<file path="config.mk">
export PLATFORM = sky130hd
export DESIGN_NAME = hsv_rainbow_to_rgb
export DESIGN_NICKNAME = d
export VERILOG_FILES = /design/src/design/hsvr_pkg.sv /design/src/design/hsvr_seg.sv /design/src/design/hsvr_sat.sv /design/src/design/hsvr_val.sv /design/src/design/hsv_rainbow_to_rgb.sv
export SDC_FILE = /design/constraint.sdc
export NUM_CORES = 1
export LEC_CHECK = 0
export BUFFER_PORTS_ARGS = -buffer_cell sky130_fd_sc_hd__buf_2
export CORE_ASPECT_RATIO = 0.9
export CORE_MARGIN = 4
export CORE_UTILIZATION = 55
export CTS_CLUSTER_SIZE = 16
export DETAILED_ROUTE_END_ITERATION = 10
export GPL_TIMING_DRIVEN = 0
export PLACE_DENSITY = 0.86
export SLEW_MARGIN = 20
export SYNTH_ARGS = -nofsm -noshare
export SYNTH_HDL_FRONTEND = slang
export SYNTH_SLANG_ARGS = --single-unit
</file>
<file path="constraint.sdc">
create_clock -name clk -period 6.7 [get_ports clk]
set_clock_uncertainty 0.15 [all_clocks]
set_input_delay 1.005 -clock clk [delete_from_list [all_inputs] [get_ports clk]]
set_output_delay 1.005 -clock clk [all_outputs]
set_load 0.005 [all_outputs]
</file>
<file path="src/design/hsvr_pkg.sv">
// ----------------------------------------------------------------------------
// hsvr_pkg
// Shared types, segment codes and the 8-bit scaling helper for the rainbow
// HSV to RGB pipeline.
// ----------------------------------------------------------------------------
package hsvr_pkg;

  // Rainbow segments, picked by hue[7:5]
  localparam logic [2:0] SEG_RED     = 3'd0;
  localparam logic [2:0] SEG_ORANGE  = 3'd1;
  localparam logic [2:0] SEG_YELLOW  = 3'd2;
  localparam logic [2:0] SEG_GREEN   = 3'd3;
  localparam logic [2:0] SEG_AQUA    = 3'd4;
  localparam logic [2:0] SEG_BLUE    = 3'd5;
  localparam logic [2:0] SEG_PURPLE  = 3'd6;
  localparam logic [2:0] SEG_PINK    = 3'd7;

  localparam logic [7:0] LVL_THIRD     = 8'd85;
  localparam logic [7:0] LVL_TWO_THIRD = 8'd170;
  localparam logic [7:0] LVL_171       = 8'd171;
  localparam logic [7:0] LVL_FULL      = 8'd255;
  localparam logic [4:0] OFF_MASK      = 5'h1F;

  // After stage one: segment, offset terms, saturation, brightness and the desaturation floor
  typedef struct packed {
    logic [2:0] seg;
    logic [7:0] t1;
    logic [7:0] t2;
    logic [7:0] sat;
    logic [7:0] bright;
    logic [7:0] floor8;
  } hsvr_s1_t;

  // After stage two: saturation-scaled channels, brightness and the desaturation floor
  typedef struct packed {
    logic [7:0] r;
    logic [7:0] g;
    logic [7:0] b;
    logic [7:0] bright;
    logic [7:0] floor8;
  } hsvr_s2_t;

  // (a * (1 + b)) >> 8; the product never passes 16 bits
  function automatic logic [7:0] scale8(input logic [7:0] a, input logic [7:0] b);
    logic [8:0]  bp1;
    logic [16:0] prod;
    bp1  = {1'b0, b} + 9'd1;
    prod = {9'd0, a} * {8'd0, bp1};
    return prod[15:8];
  endfunction

endpackage

</file>
<file path="src/design/hsvr_seg.sv">
// ----------------------------------------------------------------------------
// hsvr_seg
// Stage one: segment decode, one-third and two-thirds offset terms, and the
// desaturation floor.
// ----------------------------------------------------------------------------
module hsvr_seg import hsvr_pkg::*; (
  input  logic       clk,
  input  logic       rst,
  input  logic       adv,
  input  logic       in_valid,
  input  logic [7:0] hue,
  input  logic [7:0] saturation,
  input  logic [7:0] brightness,
  output logic       out_valid,
  output hsvr_s1_t   out_data
);

  logic [7:0] off;
  logic [7:0] desat;
  hsvr_s1_t   data_next;

  assign off   = {hue[4:0] & OFF_MASK, 3'b000};
  assign desat = LVL_FULL - saturation;

  always_comb begin
    data_next.seg    = hue[7:5];
    data_next.t1     = scale8(off, LVL_THIRD);
    data_next.t2     = scale8(off, LVL_TWO_THIRD);
    data_next.sat    = saturation;
    data_next.bright = brightness;
    data_next.floor8 = scale8(desat, desat);
  end

  always_ff @(posedge clk) begin
    if (rst) begin
      out_valid <= 1'b0;
    end else if (adv) begin
      out_valid <= in_valid;
    end
  end

  always_ff @(posedge clk) begin
    if (adv && in_valid) begin
      out_data <= data_next;
    end
  end

endmodule

</file>
<file path="src/design/hsvr_sat.sv">
// ----------------------------------------------------------------------------
// hsvr_sat
// Stage two: raw channel levels per segment, each scaled by saturation.
// ----------------------------------------------------------------------------
module hsvr_sat import hsvr_pkg::*; (
  input  logic     clk,
  input  logic     rst,
  input  logic     adv,
  input  logic     in_valid,
  input  hsvr_s1_t in_data,
  output logic     out_valid,
  output hsvr_s2_t out_data
);

  logic [7:0] raw_r;
  logic [7:0] raw_g;
  logic [7:0] raw_b;
  hsvr_s2_t   data_next;

  always_comb begin
    raw_r = 8'd0;
    raw_g = 8'd0;
    raw_b = 8'd0;
    case (in_data.seg)
      SEG_RED: begin
        raw_r = LVL_FULL - in_data.t1;
        raw_g = in_data.t1;
      end
      SEG_ORANGE: begin
        raw_r = LVL_171;
        raw_g = LVL_THIRD + in_data.t1;
      end
      SEG_YELLOW: begin
        raw_r = LVL_171 - in_data.t2;
        raw_g = LVL_TWO_THIRD + in_data.t1;
      end
      SEG_GREEN: begin
        raw_g = LVL_FULL - in_data.t1;
        raw_b = in_data.t1;
      end
      SEG_AQUA: begin
        raw_g = LVL_171 - in_data.t2;
        raw_b = LVL_THIRD + in_data.t2;
      end
      SEG_BLUE: begin
        raw_r = in_data.t1;
        raw_b = LVL_FULL - in_data.t1;
      end
      SEG_PURPLE: begin
        raw_r = LVL_THIRD + in_data.t1;
        raw_b = LVL_171 - in_data.t1;
      end
      default: begin
        raw_r = LVL_TWO_THIRD + in_data.t1;
        raw_b = LVL_THIRD - in_data.t1;
      end
    endcase
  end

  always_comb begin
    data_next.r      = scale8(raw_r, in_data.sat);
    data_next.g      = scale8(raw_g, in_data.sat);
    data_next.b      = scale8(raw_b, in_data.sat);
    data_next.bright = in_data.bright;
    data_next.floor8 = in_data.floor8;
  end

  always_ff @(posedge clk) begin
    if (rst) begin
      out_valid <= 1'b0;
    end else if (adv) begin
      out_valid <= in_valid;
    end
  end

  always_ff @(posedge clk) begin
    if (adv && in_valid) begin
      out_data <= data_next;
    end
  end

endmodule

</file>
<file path="src/design/hsvr_val.sv">
// ----------------------------------------------------------------------------
// hsvr_val
// Stage three: add the desaturation floor with saturation at full scale,
// then scale each channel by brightness. Output register of the block.
// ----------------------------------------------------------------------------
module hsvr_val import hsvr_pkg::*; (
  input  logic       clk,
  input  logic       rst,
  input  logic       adv,
  input  logic       in_valid,
  input  hsvr_s2_t   in_data,
  output logic       out_valid,
  output logic [7:0] red,
  output logic [7:0] green,
  output logic [7:0] blue
);

  function automatic logic [7:0] add_sat(input logic [7:0] a, input logic [7:0] b);
    logic [8:0] sum;
    sum = {1'b0, a} + {1'b0, b};
    return sum[8] ? LVL_FULL : sum[7:0];
  endfunction

  logic [7:0] r_next;
  logic [7:0] g_next;
  logic [7:0] b_next;

  assign r_next = scale8(add_sat(in_data.r, in_data.floor8), in_data.bright);
  assign g_next = scale8(add_sat(in_data.g, in_data.floor8), in_data.bright);
  assign b_next = scale8(add_sat(in_data.b, in_data.floor8), in_data.bright);

  always_ff @(posedge clk) begin
    if (rst) begin
      out_valid <= 1'b0;
    end else if (adv) begin
      out_valid <= in_valid;
    end
  end

  always_ff @(posedge clk) begin
    if (adv && in_valid) begin
      red   <= r_next;
      green <= g_next;
      blue  <= b_next;
    end
  end

endmodule

</file>
<file path="src/design/hsv_rainbow_to_rgb.sv">
// ----------------------------------------------------------------------------
// hsv_rainbow_to_rgb
// Rainbow-style 8-bit HSV to RGB converter, three-stage pipeline.
// ----------------------------------------------------------------------------
// Converts one hue/saturation/brightness item per clock while hsv_stall is low
// into red, green and blue. An accepted item moves through the stage one,
// stage two and output registers in that order. The three stages are
// offset/floor terms, segment levels scaled by saturation, and floor add
// scaled by brightness; each holds one item. A stage takes a new item whenever
// it is empty or its contents move on, so hsv_stall rises only when all three
// stages are full and rgb_stall is high. hsv_stall follows rgb_stall
// combinationally.
module hsv_rainbow_to_rgb import hsvr_pkg::*; (
  input  logic       clk,
  input  logic       rst,
  input  logic       hsv_valid,
  output logic       hsv_stall,
  input  logic [7:0] hue,
  input  logic [7:0] saturation,
  input  logic [7:0] brightness,
  output logic       rgb_valid,
  input  logic       rgb_stall,
  output logic [7:0] red,
  output logic [7:0] green,
  output logic [7:0] blue
);

  logic     v1;
  logic     v2;
  logic     rdy1;
  logic     rdy2;
  logic     rdy3;
  hsvr_s1_t s1;
  hsvr_s2_t s2;

  assign rdy3      = !rgb_valid || !rgb_stall;
  assign rdy2      = !v2 || rdy3;
  assign rdy1      = !v1 || rdy2;
  assign hsv_stall = !rdy1;

  hsvr_seg u_seg (
    .clk        (clk),
    .rst        (rst),
    .adv        (rdy1),
    .in_valid   (hsv_valid),
    .hue        (hue),
    .saturation (saturation),
    .brightness (brightness),
    .out_valid  (v1),
    .out_data   (s1)
  );

  hsvr_sat u_sat (
    .clk       (clk),
    .rst       (rst),
    .adv       (rdy2),
    .in_valid  (v1),
    .in_data   (s1),
    .out_valid (v2),
    .out_data  (s2)
  );

  hsvr_val u_val (
    .clk       (clk),
    .rst       (rst),
    .adv       (rdy3),
    .in_valid  (v2),
    .in_data   (s2),
    .out_valid (rgb_valid),
    .red       (red),
    .green     (green),
    .blue      (blue)
  );

  // input backs up only with a full pipe behind a stalled output
  a_stall_full: assert property (@(posedge clk) disable iff (rst)
    hsv_stall |-> (v1 && v2 && rgb_valid && rgb_stall))
    else $error("input stalled with room in the pipe");

  // an item in stage two reaches the output when stage three can take it
  a_s2_moves: assert property (@(posedge clk) disable iff (rst)
    (v2 && rdy3) |=> rgb_valid)
    else $error("stage two item lost");

  // full saturation leaves no floor
  a_no_floor: assert property (@(posedge clk) disable iff (rst)
    (v1 && s1.sat == LVL_FULL) |-> (s1.floor8 == 8'd0))
    else $error("floor nonzero at full saturation");

  // a stalled stage two keeps its item
  a_s2_hold: assert property (@(posedge clk) disable iff (rst)
    (v2 && !rdy3) |=> (v2 && $stable(s2)))
    else $error("stage two changed while blocked");

endmodule
</file>
==> out/results.tsv <==
stage	metric	value	unit
worst_setup_path	crit_path_top_delay_cell	fa_1	
synth	synthMuxAreaShare	0.149	%
clock_tree	insertion_delay	0.40	ns
clock_tree	clockRootBuffer	clkbuf_16	
floorplanning	die-area	41300	µm²
run	max-cap-violations	0	
worst_setup_path	cp.buffers_inverters	3	
worst_setup_path	r2r_slack	0.09	ns
timing	tightest_slew	1.04	ns
synth	synth-edff-count	103	
place	dp.cells	2923	
worst_setup_path	crit_top_cell	fa_1	
timing	finalHoldViolations	0	
synth	synthAdderAreaFrac	44.5	%
synth	yosysWarnings	0	
floorplanning	start_util	56.1	%
global_routing	antenna_found_initial	2	
worst_setup_path	worst-endpoint-required	6.70	ns
final_layout	fin_cells	2991	
floorplanning	ios	54	
worst_setup_path	path_delay_family	adder cells	
synth	yosysSeqAreaShare	15.0	%
synth	async_flop_share	0	%
worst_setup_path	crit_chain	buf_4 -> ha_4 -> fa_2 -> a211oi_2 -> o21ai_2 -> nand3_2 -> o211ai_1 -> and2_4 -> fa_1 -> inv_1 -> fa_1 -> inv_2 -> fa_1 -> fa_1 -> ha_4 -> a2111oi_4 -> nand2_1 -> a21oi_4 -> o31ai_4 -> a41o_1 -> o21a_1 -> nor2_1 -> xnor2_1	
synth	syn_nets	2983	
routing	vias	16900	
timing	setup_viol	0	
global_routing	grt_use_total	26.9	%
clock_tree	numClockSinks	106	
timing	whs	0.266	ns
synth	syn_inst	2383	
clock_tree	cts_tree	built	
synth	syn_area_per_cell	8.79	µm²
final_layout	area_growth	11.4	%
worst_setup_path	worstSetupPathType	reg -> reg	
worst_setup_path	cp_slowest_stage_delay	0.58	ns
status	outcome	finished clean	
routing	ant_nets	0	
routing	drt_wl_total	54700	µm
synth	synth-seq-cells	106	
timing	slew_headroom	30.1	%
routing	wl_per_cell	18.3	µm
floorplanning	coreArea	37400	µm²
clock_tree	clk_pin_slew_worst_paths	0.08	ns
routing	dr.pass1.iters	6	
routing	via_per_inst	5.66	
clock_tree	cts.path.max_buffers	2	
timing	fin_crit_sh	98.7	%
synth	synth.cell_area	21000	µm²
global_routing	overflow	0	
place	dp_hpwl	43600	µm
final_layout	nNetsFinal	3102	
timing	drv_slew	0	
clock_tree	h-tree-depth	3	
global_routing	grt_pass1_wl	88600	µm
synth	synth.distinct_cells	83	
clock_tree	cts_hold_buf	0	
global_routing	grt_pass1_vias	17800	
timing	period_needed	6.61	ns
worst_setup_path	setup.worst_path.end_class	flop	
worst_setup_path	crit_path_max_fanout	5	
final_layout	fillCellCount	2990	
place	gp_congestion	0.970	
synth	synth_simple_gate_area_share	16.8	%
routing	drc_errors	0	
clock_tree	cts_buffers	9	
worst_setup_path	cp.arrival	6.61	ns
worst_setup_path	start_kind	flop	
timing	rsz0062_at_grt	true	
final_layout	drive_gt1_share	13.3	%
global_routing	grt_start_max_net_pins	26	
timing	fmax	151	MHz
synth	synth_compound_gate_area_share	8.51	%
floorplanning	die-width	214	µm
worst_hold_path	hp-class	reg -> reg	
floorplanning	dieHeight	193	µm
synth	synth-xor-area-share	5.43	%
synth	synthFlopType	edfxtp_1	
synth	synth_top_family_by_area	adder cells	
floorplanning	core.rowCount	67	
place	port_buffers	53	
routing	drtIter0Drc	1316	
flip-flops by register name (all words and copies together), names as in the netlist:
register / cells
u_sat.out_data: 40
u_sat.out_valid: 1
u_seg.out_data: 39
u_seg.out_valid: 1
u_val.blue: 8
u_val.green: 8
u_val.out_valid: 1
u_val.red: 8
worst reg2reg max path, cell delays in order, from the launching register on:
cell,delay [ns]
edfxtp_1,0.40
buf_4,0.16
ha_4,0.16
fa_2,0.42
a211oi_2,0.35
o21ai_2,0.15
nand3_2,0.12
o211ai_1,0.26
and2_4,0.27
fa_1,0.49
inv_1,0.06
fa_1,0.54
inv_2,0.05
fa_1,0.48
fa_1,0.58
ha_4,0.22
a2111oi_4,0.39
nand2_1,0.14
a21oi_4,0.20
o31ai_4,0.10
a41o_1,0.26
o21a_1,0.22
nor2_1,0.12
xnor2_1,0.07
kinds of logic (layout without fill, tap and decap cells):
logic type	count (synthesis)	count (layout)
simple gates	788	788
fa+ha+maj	572	572
compound gates	260	260
buf+inv	524	648
flops	106	106
mux	3	3
other cells	0	1
xor+xnor	130	130
routing by layer:
layer | up-vias | share of wire (%) | track usage, %
met5 | - | 0.024 | 0
met1 | 8328 | 40 | 33.5
met4 | 2 | 4.4 | 10.9
met3 | 179 | 7.1 | 5.47
li1 | 7760 | - | -
met2 | 671 | 48 | 46.1
path summary, 6_finish.rpt:
path                           from                end  cells past startpoint
hold / removal    u_seg.out_data[2]  u_sat.out_data[2]                      0
setup / recovery  u_sat.out_data[0]     u_val.green[6]                     23
hold reg to reg   u_seg.out_data[2]  u_sat.out_data[2]                      0
setup reg to reg  u_sat.out_data[0]     u_val.green[6]                     23
layout make-up:
cell class | instances | area (µm²) | share of cell area, %
diodes | 1 | 2.50 | 0.0107
well taps | 483 | 604 | 2.59
repair buffers | 115 | 805 | 3.45
inverters | 455 | 1710 | 7.33
clock inverters | 6 | 71.3 | 0.306
clock buffers | 10 | 229 | 0.981
multi-input cells | 1753 | 16400 | 70.4
flip-flops and latches | 106 | 3150 | 13.5
plain buffers | 62 | 328 | 1.40
metrics by stage:
stage	worst slack [ns]	util [%]	TNS [ns]	cell area, µm²
after floorplan	0.0873	-	0	21000
after global placement	-0.946	58.4	-16.60	21800
after detailed placement	-1.09	58.7	-17.25	22000
after CTS	0.0114	60.7	0	22700
after global routing	-0.114	62.4	-0.906	23300
final	0.0875	62.4	0	23300
cell usage after synthesis, types with 3 or more instances:
cell type	number	share of area, %
inv_1	452	8.1
o22ai_1	5	0.15
nand4_1	4	0.12
o21a_1	21	0.75
fa_1	288	28
nand2b_1	34	1.0
and2_1	49	1.5
o21bai_1	10	0.36
xor2_1	37	1.5
xnor2_1	93	3.9
o21ai_0	47	1.1
or2_2	54	1.6
a211oi_1	13	0.47
buf_2	12	0.29
nand2_1	253	4.5
o31ai_1	6	0.21
nor4_1	3	0.090
a22oi_1	5	0.18
clkinv_1	3	0.054
o211ai_1	5	0.18
o21ai_1	8	0.19
nor2b_1	16	0.48
dfxtp_1	3	0.29
buf_1	3	0.054
clkbuf_1	49	0.88
a31oi_1	9	0.27
nor2_1	291	5.2
edfxtp_1	103	15
nand3_1	28	0.67
or3_1	10	0.30
buf_6	3	0.16
nor3_1	27	0.64
and3_1	10	0.30
a21oi_1	64	1.5
ha_1	284	17
a21o_1	20	0.72
repair_timing:
| action | 4_1_cts | 5_1_grt |
|---|---|---|
| resized for setup | 71 | 102 |
| setup buffers | 17 | 41 |
| setup endpoints to repair | 41 | 36 |
| pin swaps | 14 | 56 |
placed cells by master, fill, tap and decap left out, types with 5 or more instances in the layout:
cell       instances
inv_1            449
fa_1             284
nor2_1           278
ha_1             276
nand2_1          251
edfxtp_1         103
xnor2_1           87
buf_2             64
buf_4             57
a21oi_1           53
or2_2             52
and2_1            48
o21ai_0           42
xor2_1            35
nand2b_1          32
clkbuf_1          29
nand3_1           27
nor3_1            25
o21a_1            20
a21o_1            18
nor2b_1           15
and3_1            10
a21oi_2           10
or3_1             10
clkbuf_2           9
a211oi_1           9
clkbuf_16          9
buf_6              8
o21bai_1           8
nor2_2             7
o21ai_2            7
clkbuf_4           6
xnor2_2            6
nor2_4             6
o211ai_1           5
ha_2               5
Power is left out: the tool's default activity adds up to more than one toggle a clock period on the data nets, which glitch-free logic cannot reach.
